### src/hw/rtl/clcs_pkg.sv
// ----------------------------------------------------------------------------
// clcs_pkg - shared types for the cyclic longest common run unit
// Sequencer state encoding.
// ----------------------------------------------------------------------------
package clcs_pkg;

    typedef enum logic [2:0] {
        S_IDLE,
        S_ROW,
        S_CELL,
        S_DRAIN,
        S_OUT
    } t_state;

endpackage

### src/hw/rtl/cyclic_longest_common_substring_unit.sv
// ----------------------------------------------------------------------------
// cyclic_longest_common_substring_unit - cyclic longest common run finder
// Loads a field word and a pattern word of 2-bit direction symbols, one
// symbol per transfer (start high while busy is low). A pattern symbol with
// i_last set runs a suffix-match dynamic program over both words doubled,
// walking one cell per cycle (a setup state opens each row) through a shared
// compare/increment unit and a single row memory of 2*MAX_WORD run lengths.
// A comparison with field length F walks 2F rows, each a setup state and
// then one cell state per doubled pattern symbol, then a drain state and
// the result state; an empty field goes straight to the result state.
// The result appears for exactly one cycle with o_valid high, in the last
// busy cycle; the receiver cannot stall and must take it then.
// Synchronous reset clears both word lengths and the sticky overflow flag;
// the symbol and row memories need no clearing. After each result the
// pattern length returns to zero; the field word is kept until reset.
// Symbols beyond MAX_WORD are dropped and flagged on o_overflow.
// ----------------------------------------------------------------------------
module cyclic_longest_common_substring_unit #(
    parameter int MAX_WORD = 64
) (
    input  logic       i_clk,
    input  logic       i_rst_n,
    input  logic       start,
    output logic       busy,
    input  logic       i_mode,
    input  logic [1:0] i_symbol,
    input  logic       i_last,
    input  logic [1:0] i_rotation_tag,
    output logic       o_valid,
    output logic [7:0] o_match_length,
    output logic [5:0] o_field_start,
    output logic [5:0] o_pattern_start,
    output logic [1:0] o_tag_out,
    output logic       o_overflow
);
    import clcs_pkg::*;

    localparam int AW = $clog2(MAX_WORD);
    localparam int CW = $clog2(MAX_WORD + 1);
    localparam int DW = AW + 1;
    localparam int LW = $clog2(2 * MAX_WORD + 1);
    localparam int ROWS = 2 * MAX_WORD;

    t_state          r_state, n_state;
    logic [CW-1:0]   r_fcount, r_pcount;
    logic            r_ovf;
    logic [1:0]      r_tag;

    logic [1:0]      field_mem [MAX_WORD];
    logic [1:0]      pat_mem   [MAX_WORD];
    logic [LW-1:0]   row_mem   [ROWS];

    logic [LW-1:0]   r_rows_left;
    logic [AW-1:0]   r_fi, r_frow, r_pj, r_bpj;
    logic [DW-1:0]   r_jj, r_bj;
    logic            r_first_row, r_bfr, r_bfirst, r_bv;
    logic [1:0]      r_fsym, r_psym;
    logic [LW-1:0]   r_rd, r_diag;
    logic [LW-1:0]   r_best;
    logic [AW-1:0]   r_fstart, r_pstart;

    logic            accept, compare, f_full, p_full, eq;
    logic [AW-1:0]   fi_top, pj_top;
    logic [DW-1:0]   jj_top;
    logic [LW-1:0]   rd_eff, diag, len;
    logic [LW+7:0]   best_ext;
    logic [AW+5:0]   fstart_ext, pstart_ext;

    assign accept  = start && !busy;
    assign compare = accept && i_mode && i_last;
    assign f_full  = (r_fcount == CW'(MAX_WORD));
    assign p_full  = (r_pcount == CW'(MAX_WORD));
    assign fi_top  = AW'(r_fcount - CW'(1));
    assign pj_top  = AW'(r_pcount - CW'(1));
    assign jj_top  = {pj_top, 1'b1};

    assign rd_eff  = r_bfr ? '0 : r_rd;
    assign diag    = r_bfirst ? '0 : r_diag;
    assign eq      = (r_fsym == r_psym);
    assign len     = eq ? diag + LW'(1) : '0;

    always_comb begin
        n_state = r_state;
        unique case (r_state)
            S_IDLE: begin
                if (compare) begin
                    n_state = (r_fcount == '0) ? S_OUT : S_ROW;
                end
            end
            S_ROW: n_state = S_CELL;
            S_CELL: begin
                if (r_jj == '0) begin
                    n_state = (r_rows_left == LW'(1)) ? S_DRAIN : S_ROW;
                end
            end
            S_DRAIN: n_state = S_OUT;
            S_OUT:   n_state = S_IDLE;
            default: n_state = S_IDLE;
        endcase
    end

    always_ff @(posedge i_clk) begin
        if (!i_rst_n) begin
            r_state  <= S_IDLE;
            r_fcount <= '0;
            r_pcount <= '0;
            r_ovf    <= 1'b0;
            r_bv     <= 1'b0;
        end else begin
            r_state <= n_state;
            r_bv    <= (r_state == S_CELL);
            if (accept) begin
                if (!i_mode) begin
                    if (!f_full) r_fcount <= r_fcount + CW'(1);
                    else         r_ovf    <= 1'b1;
                end else begin
                    if (!p_full) r_pcount <= r_pcount + CW'(1);
                    else         r_ovf    <= 1'b1;
                end
            end
            if (r_state == S_OUT) begin
                r_pcount <= '0;
            end
        end
    end

    always_ff @(posedge i_clk) begin
        if (accept && !i_mode && !f_full) begin
            field_mem[r_fcount[AW-1:0]] <= i_symbol;
        end
        if (r_state == S_ROW) begin
            r_fsym <= field_mem[r_fi];
        end
    end

    always_ff @(posedge i_clk) begin
        if (accept && i_mode && !p_full) begin
            pat_mem[r_pcount[AW-1:0]] <= i_symbol;
        end
        if (r_state == S_CELL) begin
            r_psym <= pat_mem[r_pj];
        end
    end

    always_ff @(posedge i_clk) begin
        if (r_bv) begin
            row_mem[r_bj] <= len;
        end
        if (r_state == S_CELL) begin
            r_rd <= row_mem[r_jj];
        end
    end

    always_ff @(posedge i_clk) begin
        if (compare) begin
            r_tag       <= i_rotation_tag;
            r_best      <= '0;
            r_fstart    <= '0;
            r_pstart    <= '0;
            r_first_row <= 1'b1;
            r_rows_left <= LW'({r_fcount, 1'b0});
            r_fi        <= fi_top;
        end
        if (r_state == S_ROW) begin
            r_frow <= r_fi;
            r_jj   <= jj_top;
            r_pj   <= pj_top;
        end
        if (r_state == S_CELL) begin
            r_bj     <= r_jj;
            r_bpj    <= r_pj;
            r_bfirst <= (r_jj == jj_top);
            r_bfr    <= r_first_row;
            r_jj     <= r_jj - DW'(1);
            r_pj     <= (r_pj == '0) ? pj_top : r_pj - AW'(1);
            if (r_jj == '0) begin
                r_rows_left <= r_rows_left - LW'(1);
                r_fi        <= (r_fi == '0) ? fi_top : r_fi - AW'(1);
                r_first_row <= 1'b0;
            end
        end
        if (r_bv) begin
            r_diag <= rd_eff;
            if (eq && (len > r_best)) begin
                r_best   <= len;
                r_fstart <= r_frow;
                r_pstart <= r_bpj;
            end
        end
    end

    assign best_ext   = {8'd0, r_best};
    assign fstart_ext = {6'd0, r_fstart};
    assign pstart_ext = {6'd0, r_pstart};

    assign busy            = (r_state != S_IDLE);
    assign o_valid         = (r_state == S_OUT);
    assign o_match_length  = (|best_ext[LW+7:8]) ? 8'hFF : best_ext[7:0];
    assign o_field_start   = fstart_ext[5:0];
    assign o_pattern_start = pstart_ext[5:0];
    assign o_tag_out       = r_tag;
    assign o_overflow      = r_ovf;

    a_strobe_single: assert property (@(posedge i_clk) disable iff (!i_rst_n)
        o_valid |=> !o_valid)
        else $error("result strobe longer than one cycle");

    a_compare_busy: assert property (@(posedge i_clk) disable iff (!i_rst_n)
        compare |=> busy)
        else $error("comparison transfer did not raise busy");

    a_stage_busy: assert property (@(posedge i_clk) disable iff (!i_rst_n)
        r_bv |-> (r_state == S_ROW || r_state == S_DRAIN || r_state == S_CELL))
        else $error("cell stage active outside a comparison");

    a_rows_left: assert property (@(posedge i_clk) disable iff (!i_rst_n)
        (r_state == S_CELL) |-> (r_rows_left != '0))
        else $error("cell walk with no rows left");

    a_empty_field: assert property (@(posedge i_clk) disable iff (!i_rst_n)
        (o_valid && r_fcount == '0) |-> (o_match_length == 8'd0))
        else $error("match reported against an empty field");

endmodule

### config.mk
export PLATFORM = sky130hd
export DESIGN_NAME = cyclic_longest_common_substring_unit
export DESIGN_NICKNAME = d
export VERILOG_FILES = /design/src/hw/rtl/clcs_pkg.sv /design/src/hw/rtl/cyclic_longest_common_substring_unit.sv
export SDC_FILE = /design/constraint.sdc
export NUM_CORES = 2
export LEC_CHECK = 0
export ABC_CLOCK_PERIOD_IN_PS = 12570
export BUFFER_PORTS_ARGS = -buffer_cell sky130_fd_sc_hd__buf_2
export CORE_MARGIN = 5
export CORE_UTILIZATION = 28
export CTS_CLUSTER_DIAMETER = 60
export DETAILED_ROUTE_END_ITERATION = 6
export SYNTH_ARGS = -nofsm -noshare
export SYNTH_HDL_FRONTEND = slang
export SYNTH_SLANG_ARGS = --single-unit
### constraint.sdc
create_clock -name i_clk -period 12.57 [get_ports i_clk]
set_clock_uncertainty 0.15 [all_clocks]
set_input_delay 0.6285 -clock i_clk [delete_from_list [all_inputs] [get_ports i_clk]]
set_output_delay 0.6285 -clock i_clk [all_outputs]
set_load 0.005 [all_outputs]
Yosys cells after proc, flatten, opt, wreduce, memory -nomap -nowiden
Memory sizes are Yosys's and may differ from the RTL's. A register that Yosys moved wholly into a read port is not among the register bits.
Index checks and enable logic that the tools add are counted.
- register bits: 98
- memory bits (writable): 1280
- output and inout port bits: 25
- word-level logic and storage cells: 113
- memories kept: 3
- memories (memory ; depth ; width ; rd ports ; clocked after Yosys merged registers in ; write ports ; line ; source):
    row_mem ; 128 ; 8 ; 1 ; 1 ; 1 ; cyclic_longest_common_substring_unit.sv:51 ; logic [LW-1:0] row_mem [ROWS];
    field_mem ; 64 ; 2 ; 1 ; 1 ; 1 ; cyclic_longest_common_substring_unit.sv:49 ; logic [1:0] field_mem [MAX_WORD];
    pat_mem ; 64 ; 2 ; 1 ; 1 ; 1 ; cyclic_longest_common_substring_unit.sv:50 ; logic [1:0] pat_mem [MAX_WORD];
- add/sub/neg operators: 9
- order comparisons: 1
- eq/ne operators: 12
- multiplexer cells: 40
- bitwise logic cells: 4
- reductions and logical operators: 24
- operators by type and width (kind ; number):
    $mux 6 ; 13
    $mux 8 ; 8
    $sub 6x1->6 const B ; 4
    $add 7x1->7 const B ; 2
    $eq 7x7->1 const B ; 2
    $logic_not 7->1 ; 2
    $mux 7 ; 2
    $logic_not 6->1 ; 2
    $mux 1 ; 12
    $pmux 3 s4 ; 1
    $mux 3 ; 3
    $reduce_and 3->1 ; 3
    $add 8x1->8 const B ; 1
    $eq 8x1->1 const B ; 1
    $gt 8x8->1 ; 1
    $sub 8x1->8 const B ; 1
    $eq 7x7->1 ; 1
    $logic_and 1x1->1 ; 7
    $sub 7x1->7 const B ; 1
    $eq 3x2->1 const B ; 2
    $logic_not 1->1 ; 4
    $ne 2x2->1 const B ; 2
    $not 1->1 ; 4
    $reduce_bool 2->1 ; 2
    other kinds (9) ; 9

Longest topological paths before layout
- word-level depth: 8
- gate-level depth with buffers: 13

Worst setup path before layout
OpenSTA, ideal clock, no wires.
- kind: register to register
- from: register r_bfirst
- to: register r_best[2] (netlist: o_match_length[2])
- setup time: 0.082 ns
- data arrival time: 5.947 ns
- required time: 12.338 ns
- path slack: 6.391 ns
- cell stages (with the launch flop): 14
- path buffers: 1
- cell sequence: edfxtp_1 -> nor2b_1 -> ha_1 -> nand2_1 -> nor2_1 -> xnor2_1 -> nor2_1 -> ha_1 -> and4_1 -> nand2_1 -> nand2_1 -> a211oi_1 -> buf_1 -> mux2i_1
- longest elaborated chain between the ends: 7
- ends and longest elaborated chain (item ; line ; source):
    start: declaration ; cyclic_longest_common_substring_unit.sv:56 ; logic r_first_row, r_bfr, r_bfirst, r_bv;
    start signal: assignment ; cyclic_longest_common_substring_unit.sv:172 ; r_bfirst <= (r_jj == jj_top);
    $mux 8 ; cyclic_longest_common_substring_unit.sv:78 ; assign diag = r_bfirst ? '0 : r_diag;
    $add 8x1->8 ; cyclic_longest_common_substring_unit.sv:80 ; assign len = eq ? diag + LW'(1) : '0;
    $mux 8 ; cyclic_longest_common_substring_unit.sv:80 ;
    via len[6] ; cyclic_longest_common_substring_unit.sv:65 ; logic [LW-1:0] rd_eff, diag, len;
    $gt 8x8->1 ; cyclic_longest_common_substring_unit.sv:184 ; if (eq && (len > r_best)) begin
    $logic_and 1x1->1 ; cyclic_longest_common_substring_unit.sv:184 ;
    $mux 8 ; cyclic_longest_common_substring_unit.sv:184 ;
    $mux 8 ; cyclic_longest_common_substring_unit.sv:182 ; if (r_bv) begin
    end signal: assignment ; cyclic_longest_common_substring_unit.sv:185 ; r_best <= len;
    end: declaration ; cyclic_longest_common_substring_unit.sv:59 ; logic [LW-1:0] r_best;
The timed path passes the listed nets, and every way through them passes these cells.
A chain may end at the register's enable or synchronous reset.

Final worst setup path
- from: register r_bfirst
- to: register r_best[7] (netlist: o_match_length[7])
- longest elaborated chain between the ends: 7
- ends and longest elaborated chain (item ; line):
    $mux 8 (*) ; cyclic_longest_common_substring_unit.sv:78
    $add 8x1->8 (*) ; cyclic_longest_common_substring_unit.sv:80
    $mux 8 (*) ; cyclic_longest_common_substring_unit.sv:80
    via len[7] ; cyclic_longest_common_substring_unit.sv:65
    $gt 8x8->1 ; cyclic_longest_common_substring_unit.sv:184
    $logic_and 1x1->1 ; cyclic_longest_common_substring_unit.sv:184
    $mux 8 (*) ; cyclic_longest_common_substring_unit.sv:184
    $mux 8 (*) ; cyclic_longest_common_substring_unit.sv:182
The timed path passes the listed nets; every way through them passes the cells marked *.

==> impl_metrics.py <==
metrics = {
    "run_status": {
        "outcome": "finished clean",
    },
    "sta": {
        "min_period_over_period_pct": 36.2,
        "fin_crit_ns": 4.55,
        "slew_headroom_pct": 20.5,
        "worst_pin_slew_ns": 1.19,
        "grt_setup_unrepaired": "false",
        "max_freq_ghz": 0.220,
        "hold_viol_final": 0,
        "final-setup-viol-count": 0,
        "finalSetupTns_ns": 0,
        "slew_viol_final": 0,
    },
    "cts": {
        "clk_pin_slew_worst_paths_ns": 0.06,
        "cts_buffers": 141,
        "root_buffer": "clkbuf_16",
        "h-tree-depth": 4,
        "ctsHoldBuffers": 3,
        "cts_tree": "yes",
        "clock_latency_ns": 0.79,
        "clockBufferDepth": 3,
        "post_cts_resized": 0,
        "cts_sinks": 1390,
        "post_cts_buffers": 0,
    },
    "detailed_routing": {
        "routedWlPerCell_um": 23.0,
        "drt-pass1-iter-count": 5,
        "ant_nets": 0,
        "wl_mm": 134,
        "wl_met2_mm": 64.5,
        "met1_length_mm": 56.4,
        "top_layer": "met4",
        "drc": 0,
        "viasPerCell": 4.87,
        "met3_length_mm": 8.72,
        "drt_iter0_drc": 2854,
        "vias": 28200,
    },
    "critical_path": {
        "cpMaxStageDelayCell": "nor2_4",
        "cp.arrival_ns": 5.06,
        "crit_chain": "nand4b_1 -> nor2_1 -> a41oi_1 -> nor2_4 -> ha_1 -> and4_1 -> nand2_1 -> nand2_1 -> a211oi_4 -> buf_4 -> mux2_2",
        "end_kind": "flip-flop",
        "start_kind": "flip-flop",
        "slowest_delay_ns": 0.90,
        "crit_type": "flip-flop to flip-flop",
        "cp_max_fo": 43,
        "cpMostUsedCell": "nand2_1",
        "required_ns": 13.08,
        "reg2reg_slack_ns": 8.02,
    },
    "cells_and_area": {
        "design_area_sq_um": 63200,
        "antenna-diode-count": 0,
        "ff_latch_area_sq_um": 41200,
        "n_fill_cell": 18800,
        "final_net_count": 3085,
        "syn2layout_area_growth_pct": 14.0,
        "drive_gt1_share_pct": 20.7,
        "multi_input_area_sq_um": 13400,
        "final_cell_mix": "1336 x edfxtp_1, 304 x nor2_1, 282 x mux4_2",
        "final_common_cell": "edfxtp_1",
    },
    "yosys": {
        "synth.avg_cell_area_sq_um": 18.6,
        "synth_ff_type": "edfxtp_1",
        "synth_edf_count": 1336,
        "yosys_register_bits": 1390,
        "syn_inst": 2989,
        "yosysWarnings": 0,
        "syn_nets": 3019,
        "async_flop_share_pct": 0,
        "ys_types": 71,
        "synth_area_sq_um": 55500,
        "synth_seq_area_share_pct": 74.3,
    },
    "power_and_ir_drop": {
        "powerDensity_nw_per_um2": 153,
        "leakagePower_nw": 19.4,
        "vdd_drop_max_mv": 0.118,
    },
    "placement": {
        "hpwlAfterDp_mm": 80.7,
        "gp_congestion": 0.814,
        "placed_area_sq_um": 58600,
        "port-buffer-count": 33,
    },
    "grt": {
        "grt_max_degree": 122,
        "antenna_found_initial": 4,
        "first_global_vias": 28300,
        "grt.overflow.total": 0,
        "grt_pass1_wl_mm": 196,
        "track_usage_pct": 12.7,
    },
    "floorplanning": {
        "io_pins": 34,
        "die_height_um": 455,
        "dieArea_sq_um": 207000,
        "rows": 163,
        "initial_core_util_pct": 28.1,
        "die_w_um": 455,
        "coreArea_sq_um": 197000,
    },
    "hold_path": {
        "hp-class": "input port to flip-flop",
    },
    "job": {
        "drv_cap": 0,
    },
}
[where the power goes]
part / total (mW) / switching [mW] / internal, mW
clock: 4.11 / 1.83 / 2.28
combinational: 0.465 / 0.275 / 0.190
sequential: 5.10 / 0.0302 / 5.07
[final timing paths]
kind	startpoint	endpoint	cells after the start
min reg2reg	r_first_row	r_bfr	0
max	r_bfirst	o_match_length[7]	11
max reg2reg	r_bfirst	o_match_length[7]	11
min	i_rst_n	o_overflow	2
[logic make-up after synthesis]
logic type | synth area share, %
flip-flops | 74.3
multiplexers | 14.4
buffers and inverters | 1.73
AO/OA/AOI/OAI | 3.46
AND/OR/NAND/NOR | 4.98
adder cells (fa/ha/maj) | 0.474
XOR/XNOR | 0.632
[critical path: cells and delay by family, from the launching register on]
family | cells | cell delay (ns)
flops | 1 | 0.47
buf+inv | 1 | 0.37
simple gates | 6 | 1.69
compound gates | 2 | 0.96
fa+ha+maj | 1 | 0.41
mux | 1 | 0.36
[stage by stage]
step	hold WS, ns	cells	power (mW)	util, %	setup slack, ns
floorplan	0.253	2989	5.51	-	6.39
global placement	0.266	5549	5.66	29.7	7.94
detailed placement	0.272	5549	5.67	29.7	7.89
CTS	0.0299	5804	9.77	32.0	7.89
global route	0.0715	5804	9.99	32.0	7.63
finish	0.0975	5804	9.67	32.0	8.02
[final cells by class]
cell class	instances	share of cell area (%)
flip-flops and latches	1390	65.2
multi-input cells	1389	21.2
clock buffers	171	5.76
well taps	2640	5.23
clock inverters	81	1.42
repair buffers	89	0.966
inverters	44	0.265
[routing by layer]
metal,global-route usage (%),up-vias
met5,0,-
met2,20.4,1028
met3,2.56,208
li1,-,12100
met4,4.22,0
met1,17.2,14900
[registers in the layout (all words and copies together) (netlist names), 3 cells and up]
name,count
r_pcount,7
r_rd,8
r_fcount,7
r_bpj,6
o_match_length,8
field_mem,128
row_mem,1024
r_state,3
r_bj,7
r_fi,6
r_rows_left,8
o_field_start,6
r_frow,6
r_jj,7
r_pj,6
pat_mem,128
r_diag,8
o_pattern_start,6
[Yosys cell counts, types with 12 or more instances]
cell	number	area, sq um
ha_1	21	263
a311oi_1	12	105
a211oi_1	22	165
nand2b_1	16	100
mux4_2	282	6350
buf_1	17	63.8
buf_2	47	235
or3_1	14	87.6
nor3_1	20	100
xnor2_1	24	210
nor2b_1	34	213
edfxtp_1	1336	40100
and2_1	14	87.6
mux2_2	59	664
dfxtp_1	54	1080
a21oi_1	58	290
o22ai_1	27	169
xor2_1	16	140
nand2_1	101	379
inv_1	39	146
clkbuf_1	81	304
o21ai_0	45	225
o211ai_1	16	120
a22oi_1	52	390
mux2i_1	97	971
nand3_1	46	230
nor2_1	311	1170
(Power assumes the default switching activity.)
